$ cat src/ucpd_pkg.sv
// ----------------------------------------------------------------------------
// ucpd_pkg
// Shared types and constants for the UTF-8 code point decoder.
// ----------------------------------------------------------------------------
`default_nettype none

package ucpd_pkg;

  localparam int unsigned ByteW    = 8;
  localparam int unsigned CodeW    = 21;
  localparam int unsigned PartialW = 15;
  localparam int unsigned LeftW    = 2;
  localparam int unsigned ContW    = 6;

  // continuation bytes still expected
  localparam logic [LeftW-1:0] LeftIdle  = 2'd0;
  localparam logic [LeftW-1:0] LeftOne   = 2'd1;
  localparam logic [LeftW-1:0] LeftTwo   = 2'd2;
  localparam logic [LeftW-1:0] LeftThree = 2'd3;

  // lead byte masks
  localparam logic [ByteW-1:0] Lead2Mask = 8'h1F;
  localparam logic [ByteW-1:0] Lead3Mask = 8'h0F;
  localparam logic [ByteW-1:0] Lead4Mask = 8'h07;
  localparam logic [ByteW-1:0] ContMask  = 8'h3F;

  // one result item from the decode stage
  typedef struct packed {
    logic             valid;
    logic [CodeW-1:0] code_point;
    logic             stop;
  } ucpd_res_t;

endpackage : ucpd_pkg

`default_nettype wire

$ cat src/ucpd_in_stage.sv
// ----------------------------------------------------------------------------
// ucpd_in_stage
// Input register: holds one byte until the decode stage takes it.
// ----------------------------------------------------------------------------
`default_nettype none

module ucpd_in_stage (
  input  wire logic                      clk,
  input  wire logic                      rst_n,
  input  wire logic                      in_valid,
  input  wire logic [ucpd_pkg::ByteW-1:0] in_byte,
  output logic                           in_stall,
  input  wire logic                      advance_i,
  output logic                           item_valid_o,
  output logic [ucpd_pkg::ByteW-1:0]     item_byte_o
);
  import ucpd_pkg::*;

  logic             valid_r;
  logic             valid_nxt;
  logic [ByteW-1:0] byte_r;
  logic             take;

  // a new transfer is taken when the register is empty or drains this cycle
  assign take     = !valid_r || advance_i;
  assign in_stall = !take;

  always_comb begin
    valid_nxt = valid_r;
    if (take) begin
      valid_nxt = in_valid;
    end
  end

  always_ff @(posedge clk) begin
    if (!rst_n) begin
      valid_r <= 1'b0;
    end else begin
      valid_r <= valid_nxt;
    end
  end

  // payload register, no reset
  always_ff @(posedge clk) begin
    if (take && in_valid) begin
      byte_r <= in_byte;
    end
  end

  assign item_valid_o = valid_r;
  assign item_byte_o  = byte_r;

endmodule : ucpd_in_stage

`default_nettype wire

$ cat src/ucpd_decode.sv
// ----------------------------------------------------------------------------
// ucpd_decode
// Decode step: sequence state plus the per-byte mask, shift and count.
// ----------------------------------------------------------------------------
`default_nettype none

module ucpd_decode (
  input  wire logic                      clk,
  input  wire logic                      rst_n,
  input  wire logic                      step_i,
  input  wire logic [ucpd_pkg::ByteW-1:0] byte_i,
  output ucpd_pkg::ucpd_res_t            res_o
);
  import ucpd_pkg::*;

  logic [PartialW-1:0] partial_r;
  logic [PartialW-1:0] partial_nxt;
  logic [LeftW-1:0]    left_r;
  logic [LeftW-1:0]    left_nxt;
  logic [CodeW-1:0]    shifted;

  // gathered bits with the low six bits of this byte appended
  assign shifted = {partial_r, byte_i[ContW-1:0]};

  // next state and result for the byte on the input
  always_comb begin
    partial_nxt      = partial_r;
    left_nxt         = left_r;
    res_o.valid      = 1'b0;
    res_o.code_point = '0;
    res_o.stop       = 1'b0;
    if (left_r != LeftIdle) begin
      if (left_r == LeftOne) begin
        partial_nxt      = '0;
        left_nxt         = LeftIdle;
        res_o.valid      = 1'b1;
        res_o.code_point = shifted;
      end else begin
        partial_nxt = shifted[PartialW-1:0];
        left_nxt    = left_r - LeftOne;
      end
    end else begin
      case (byte_i) inside
        8'h00: begin
          partial_nxt = '0;
          res_o.valid = 1'b1;
          res_o.stop  = 1'b1;
        end
        [8'h01:8'h7F]: begin
          res_o.valid      = 1'b1;
          res_o.code_point = CodeW'(byte_i);
        end
        [8'hC0:8'hDF]: begin
          partial_nxt = PartialW'(byte_i & Lead2Mask);
          left_nxt    = LeftOne;
        end
        [8'hE0:8'hEF]: begin
          partial_nxt = PartialW'(byte_i & Lead3Mask);
          left_nxt    = LeftTwo;
        end
        [8'hF0:8'hF7]: begin
          partial_nxt = PartialW'(byte_i & Lead4Mask);
          left_nxt    = LeftThree;
        end
        default: begin
          // continuation byte or 0xf8 and above while idle
          partial_nxt = '0;
          left_nxt    = LeftIdle;
          res_o.valid = 1'b1;
          res_o.stop  = 1'b1;
        end
      endcase
    end
  end

  // sequence state moves only when a byte is consumed
  always_ff @(posedge clk) begin
    if (!rst_n) begin
      partial_r <= '0;
      left_r    <= LeftIdle;
    end else if (step_i) begin
      partial_r <= partial_nxt;
      left_r    <= left_nxt;
    end
  end

`ifndef NO_ASSERTIONS
  // the last continuation byte always completes a code point
  a_last_cont_emits: assert property (@(posedge clk) disable iff (!rst_n)
    step_i && (left_r == LeftOne) |-> res_o.valid && !res_o.stop)
    else $error("last continuation byte gave no code point");

  // a consumed continuation byte counts the sequence down by one
  a_count_down: assert property (@(posedge clk) disable iff (!rst_n)
    step_i && (left_r != LeftIdle) |=> left_r == LeftW'($past(left_r) - LeftOne))
    else $error("continuation count did not step down");

  // a stop result carries code point zero and leaves the decoder idle
  a_stop_idle: assert property (@(posedge clk) disable iff (!rst_n)
    res_o.valid && res_o.stop |-> (res_o.code_point == '0) && (left_nxt == LeftIdle))
    else $error("stop result not clean");
`endif

endmodule : ucpd_decode

`default_nettype wire

$ cat src/ucpd_out_stage.sv
// ----------------------------------------------------------------------------
// ucpd_out_stage
// Result register: holds one result until the receiver takes it.
// ----------------------------------------------------------------------------
`default_nettype none

module ucpd_out_stage (
  input  wire logic                      clk,
  input  wire logic                      rst_n,
  input  wire logic                      load_i,
  input  ucpd_pkg::ucpd_res_t            res_i,
  output logic                           space_o,
  output logic                           out_valid,
  input  wire logic                      out_stall,
  output logic [ucpd_pkg::CodeW-1:0]     out_code_point,
  output logic                           out_stop
);
  import ucpd_pkg::*;

  logic             valid_r;
  logic             valid_nxt;
  logic [CodeW-1:0] code_r;
  logic             stop_r;

  // room for a new result when empty or being taken this cycle
  assign space_o = !valid_r || !out_stall;

  always_comb begin
    valid_nxt = valid_r;
    if (load_i) begin
      valid_nxt = 1'b1;
    end else if (!out_stall) begin
      valid_nxt = 1'b0;
    end
  end

  always_ff @(posedge clk) begin
    if (!rst_n) begin
      valid_r <= 1'b0;
    end else begin
      valid_r <= valid_nxt;
    end
  end

  // payload register, no reset
  always_ff @(posedge clk) begin
    if (load_i) begin
      code_r <= res_i.code_point;
      stop_r <= res_i.stop;
    end
  end

  assign out_valid      = valid_r;
  assign out_code_point = code_r;
  assign out_stop       = stop_r;

endmodule : ucpd_out_stage

`default_nettype wire

$ cat src/utf8_code_point_decoder_core.sv
// ----------------------------------------------------------------------------
// utf8_code_point_decoder_core
// UTF-8 byte stream to code point decoder, one byte per cycle while not stalled.
// ----------------------------------------------------------------------------
// Usage:
//   Input channel (in_valid / in_stall / in_byte_in) carries one raw byte per
//   transfer. Output channel (out_valid / out_stall / out_code_point /
//   out_stop) carries one decoded code point per transfer; lead bytes and
//   non-final continuation bytes give no output transfer.
//   A NUL byte or an invalid lead byte gives out_stop = 1 with code point 0.
//   A byte accepted into the input register is decoded combinationally from
//   that register, and its result is loaded into the result register, from
//   which it is presented on the output channel.
//   Throughput: one byte per cycle while in_stall stays low, with a single
//   decode step between the input register and the result register.
//   Reset (rst_n low, synchronous) empties both registers and returns the
//   decoder to idle with no partial value.
//   When the receiver stalls, the result register holds; the input register
//   can still take a byte that produces no result (lead or middle byte),
//   and otherwise in_stall rises until the result register frees.
// ----------------------------------------------------------------------------
`default_nettype none

module utf8_code_point_decoder_core (
  input  wire logic                      clk,
  input  wire logic                      rst_n,
  input  wire logic                      in_valid,
  output logic                           in_stall,
  input  wire logic [ucpd_pkg::ByteW-1:0] in_byte_in,
  output logic                           out_valid,
  input  wire logic                      out_stall,
  output logic [ucpd_pkg::CodeW-1:0]     out_code_point,
  output logic                           out_stop
);
  import ucpd_pkg::*;

  logic             item_valid;
  logic [ByteW-1:0] item_byte;
  logic             advance;
  logic             space;
  ucpd_res_t        res;

  // the held byte moves on when it gives no result or the result has room
  assign advance = item_valid && (!res.valid || space);

  ucpd_in_stage u_in (
    .clk          (clk),
    .rst_n        (rst_n),
    .in_valid     (in_valid),
    .in_byte      (in_byte_in),
    .in_stall     (in_stall),
    .advance_i    (advance),
    .item_valid_o (item_valid),
    .item_byte_o  (item_byte)
  );

  ucpd_decode u_dec (
    .clk    (clk),
    .rst_n  (rst_n),
    .step_i (advance),
    .byte_i (item_byte),
    .res_o  (res)
  );

  ucpd_out_stage u_out (
    .clk            (clk),
    .rst_n          (rst_n),
    .load_i         (advance && res.valid),
    .res_i          (res),
    .space_o        (space),
    .out_valid      (out_valid),
    .out_stall      (out_stall),
    .out_code_point (out_code_point),
    .out_stop       (out_stop)
  );

`ifndef NO_ASSERTIONS
  // input stall only while a byte is held and blocked by a full result register
  a_stall_cause: assert property (@(posedge clk) disable iff (!rst_n)
    in_stall |-> item_valid && res.valid && out_valid && out_stall)
    else $error("input stalled without a blocked result");
`endif

endmodule : utf8_code_point_decoder_core

`default_nettype wire
$ cat config.mk
export PLATFORM = sky130hd
export DESIGN_NAME = utf8_code_point_decoder_core
export DESIGN_NICKNAME = d
export VERILOG_FILES = /design/src/ucpd_pkg.sv /design/src/ucpd_in_stage.sv /design/src/ucpd_decode.sv /design/src/ucpd_out_stage.sv /design/src/utf8_code_point_decoder_core.sv
export SDC_FILE = /design/constraint.sdc
export NUM_CORES = 1
export LEC_CHECK = 0
export BUFFER_PORTS_ARGS = -buffer_cell sky130_fd_sc_hd__buf_2
export CORE_MARGIN = 8
export CORE_UTILIZATION = 38
export CTS_CLUSTER_SIZE = 20
export DETAILED_ROUTE_END_ITERATION = 8
export REMOVE_ABC_BUFFERS = 1
export SETUP_SLACK_MARGIN = 0.3
export SLEW_MARGIN = 20
export SYNTH_ARGS = -nofsm -noshare
export SYNTH_HDL_FRONTEND = slang
export SYNTH_SLANG_ARGS = --single-unit
$ cat constraint.sdc
create_clock -name clk -period 3.7 [get_ports clk]
set_input_delay 0.74 -clock clk [delete_from_list [all_inputs] [get_ports clk]]
set_output_delay 0.74 -clock clk [all_outputs]
set_load 0.03 [all_outputs]
==> out/metrics.cfg <==
[worst_setup_path]
path_cells=inv_1, ha_1, nand3_1, o211ai_1, nor2_1, buf_2
cp.arrival_ns=1.99
r2r-start=u_dec.left_r[0]$_SDFFE_PN0P_
critPathSlowestCell=ha_1
crit_start=u_dec.left_r[0]$_SDFFE_PN0P_
crit_path_end_kind=output port
r2r_setup_slack_ns=1.32
worstSetupStartpointType=register
critical_path_class=reg2out
critPathMaxStageDelay_ns=0.43
reg2reg_depth=6
path_max_fanout=15
endpoint=in_stall
required_ns=2.96
r2r_end=u_in.item_byte_o[4]$_DFFE_PP_

[yosys]
ys_seq_area_share_pct=63.3
synth_cell_types=32
synth_xor_area_share_pct=0
async_flop_share_pct=0
synth_edf_count=30
ys_ff_latch=49
muxShareOfSynthArea_pct=4.94
netlist_instances=172
synth_simple_gate_area_share_pct=20.3
synth_flop_cell=edfxtp_1
syn_area_um2=2020
synth_compound_area_share_pct=7.60
yosys_warnings=0
synth_top_family_by_area=simple AND/OR/NAND/NOR gates
yosys.area_share.adder_pct=1.24
syn_area_per_cell_um2=11.8

[timing]
finalWorstSetupSlack_ns=0.967
fmax_mhz=366
rsz0062_at_grt=no
fin_crit_sh_pct=73.9
hold_viol_final=0
tns_ns=0
worst_clock_skew_ns=0.00678
setup_viol=0
slew_headroom_pct=58.2
period_needed_ns=2.73
slew_viol_final=0
whs_ns=0.455
worst_pin_slew_ns=0.626

[cells_and_area]
regArea_um2=1280
syn_to_final_growth_pct=16.1
nets=222
multiInputGateArea_um2=693
drive_gt1_share_pct=25.4
num_antenna_cells=0
fillers=512

[floorplan]
start_util_pct=39.4
dieHeight_um=89.0
die_x_um=89.0
num_rows=26
ios=36
die_area_um2=7920
core-area_um2=5140

[global_routing]
grt_remaining_overflow=0
antenna_found_initial=0
grt_pass1_vias=1270
grt_pass1_wl_mm=5.95
track_usage_pct=9.81
grt_max_degree=26

[cts]
h-tree-depth=2
clk_latency_ns=0.29
cts_made_buffers=5
ctsHoldBuffers=0
clock_path_buffers=2
clockRootBuffer=clkbuf_8
path_clk_slew_ns=0.08
post_cts_resized=0
cts_setup_buffers=0
clock_sinks=49
cts_tree=yes

[power_and_ir_drop]
power_uw=1070
power_density_nw_per_um2=455
leakagePower_uw=0.000900
vdd_drop_max_uv=343

[detailed_routing]
postRouteAntennaNets=0
wl_per_cell_um=12.9
drt-initial-drc-count=65
dr.pass1.iters=4
viasPerCell=4.83
routed_wl_mm=3.59
route.detailed.drc=0
vias=1347

[placed_design]
place_congestion=0.789
portBuffers=35
place_hpwl_mm=2.56
dp_slack_ns=1.28

[worst_hold_path]
hold_class=reg2reg

[job]
maxCapViolations=0

[status]
outcome=finished clean

==> placed cells by master (no fill, tap or decap), types with 5 or more instances in the layout <==
cell type,n
and2_1,19
buf_2,35
clkbuf_8,6
dfxtp_1,19
edfxtp_1,30
mux2i_1,10
nand2_1,30
nand3_1,7
nor2_1,8
o22ai_1,5
==> flip-flops by register name, indices dropped and copies added (netlist names) <==
signal and flops:
u_dec.left_r 2, u_out.out_stop 1, u_dec.partial_r 15, u_out.out_code_point 21
u_in.item_byte_o 8, u_out.out_valid 1, u_in.item_valid_o 1
==> power breakdown <==
group	internal [µW]	switching, µW	leakage [µW]
combinational	45.0	93.3	0.000408
clock	148	161	0.0000486
sequential	607	13.6	0.000443
total	800	268	0.000900
==> final cells by class <==
class / count / area share [%]
Clock inverter: 2 / 0.373
Sequential cell: 49 / 54.5
Tap cell: 70 / 3.73
Clock buffer: 6 / 3.51
Inverter: 4 / 0.639
Timing Repair Buffer: 36 / 7.77
Multi-Input combinational cell: 112 / 29.5
==> routing by layer <==
layer / global-route usage, % / wire length (µm)
met1: 12.0 / 1650
met2: 15.0 / 1580
met3: 3.49 / 270
met4: 4.68 / 89
met5: 0 / 0
==> logic make-up (layout without fill, tap and decap cells) <==
| kind of cell | after synthesis | after routing |
|---|---|---|
| flops | 49 | 49 |
| fa+ha+maj | 2 | 2 |
| simple gates | 79 | 79 |
| buf+inv | 11 | 48 |
| mux | 10 | 10 |
| compound gates | 21 | 21 |
==> through the flow <==
| stage | instance area, µm² | utilization (%) | cells |
|---|---|---|---|
| after floorplan | 1990 | - | 165 |
| after global placement | 2260 | 44.0 | 271 |
| after detailed placement | 2260 | 44.0 | 271 |
| after CTS | 2350 | 45.7 | 279 |
| after global routing | 2350 | 45.7 | 279 |
| final | 2350 | 45.7 | 279 |
==> Yosys cell counts (2+ instances only) <==
master / n / area (µm²)
edfxtp_1: 30 / 901
nand2_1: 30 / 113
and2_1: 19 / 119
dfxtp_1: 19 / 380
mux2i_1: 10 / 100
nor2_1: 8 / 30.0
nand3_1: 7 / 35.0
clkbuf_1: 5 / 18.8
o22ai_1: 5 / 31.3
inv_1: 4 / 15.0
o21ai_0: 4 / 20.0
o211a_1: 3 / 30.0
a21oi_1: 2 / 10.0
and2_2: 2 / 15.0
ha_1: 2 / 25.0
nor2b_1: 2 / 12.5
o211ai_1: 2 / 15.0
or2_2: 2 / 12.5
or4_1: 2 / 15.0
or4_4: 2 / 22.5
==> worst min-delay path by stage <==
stage	start	endpoint	slack (ns)	cells after the start
2_1_floorplan	u_dec.partial_r[10]$_SDFFE_PN0P_	u_dec.partial_r[10]$_SDFFE_PN0P_	0.43	2
3_3_place_gp	u_dec.partial_r[9]$_SDFFE_PN0P_	u_dec.partial_r[9]$_SDFFE_PN0P_	0.44	2
3_5_place_dp	u_dec.partial_r[12]$_SDFFE_PN0P_	u_dec.partial_r[12]$_SDFFE_PN0P_	0.44	2
4_1_cts	u_dec.partial_r[9]$_SDFFE_PN0P_	u_dec.partial_r[9]$_SDFFE_PN0P_	0.46	2
5_1_grt	u_dec.partial_r[12]$_SDFFE_PN0P_	u_dec.partial_r[12]$_SDFFE_PN0P_	0.48	2
6_report	u_dec.partial_r[14]$_SDFFE_PN0P_	u_dec.partial_r[14]$_SDFFE_PN0P_	0.45	2
==> critical path: cells and delay by family (launching register included) <==
family	cells	cell delay, ns
AOI/OAI and AO/OA	1	0.32
buffers and inverters	2	0.25
adders and majority gates	1	0.43
and+or+nand+nor	2	0.35
DFF	1	0.34
(Power assumes the default switching activity.)
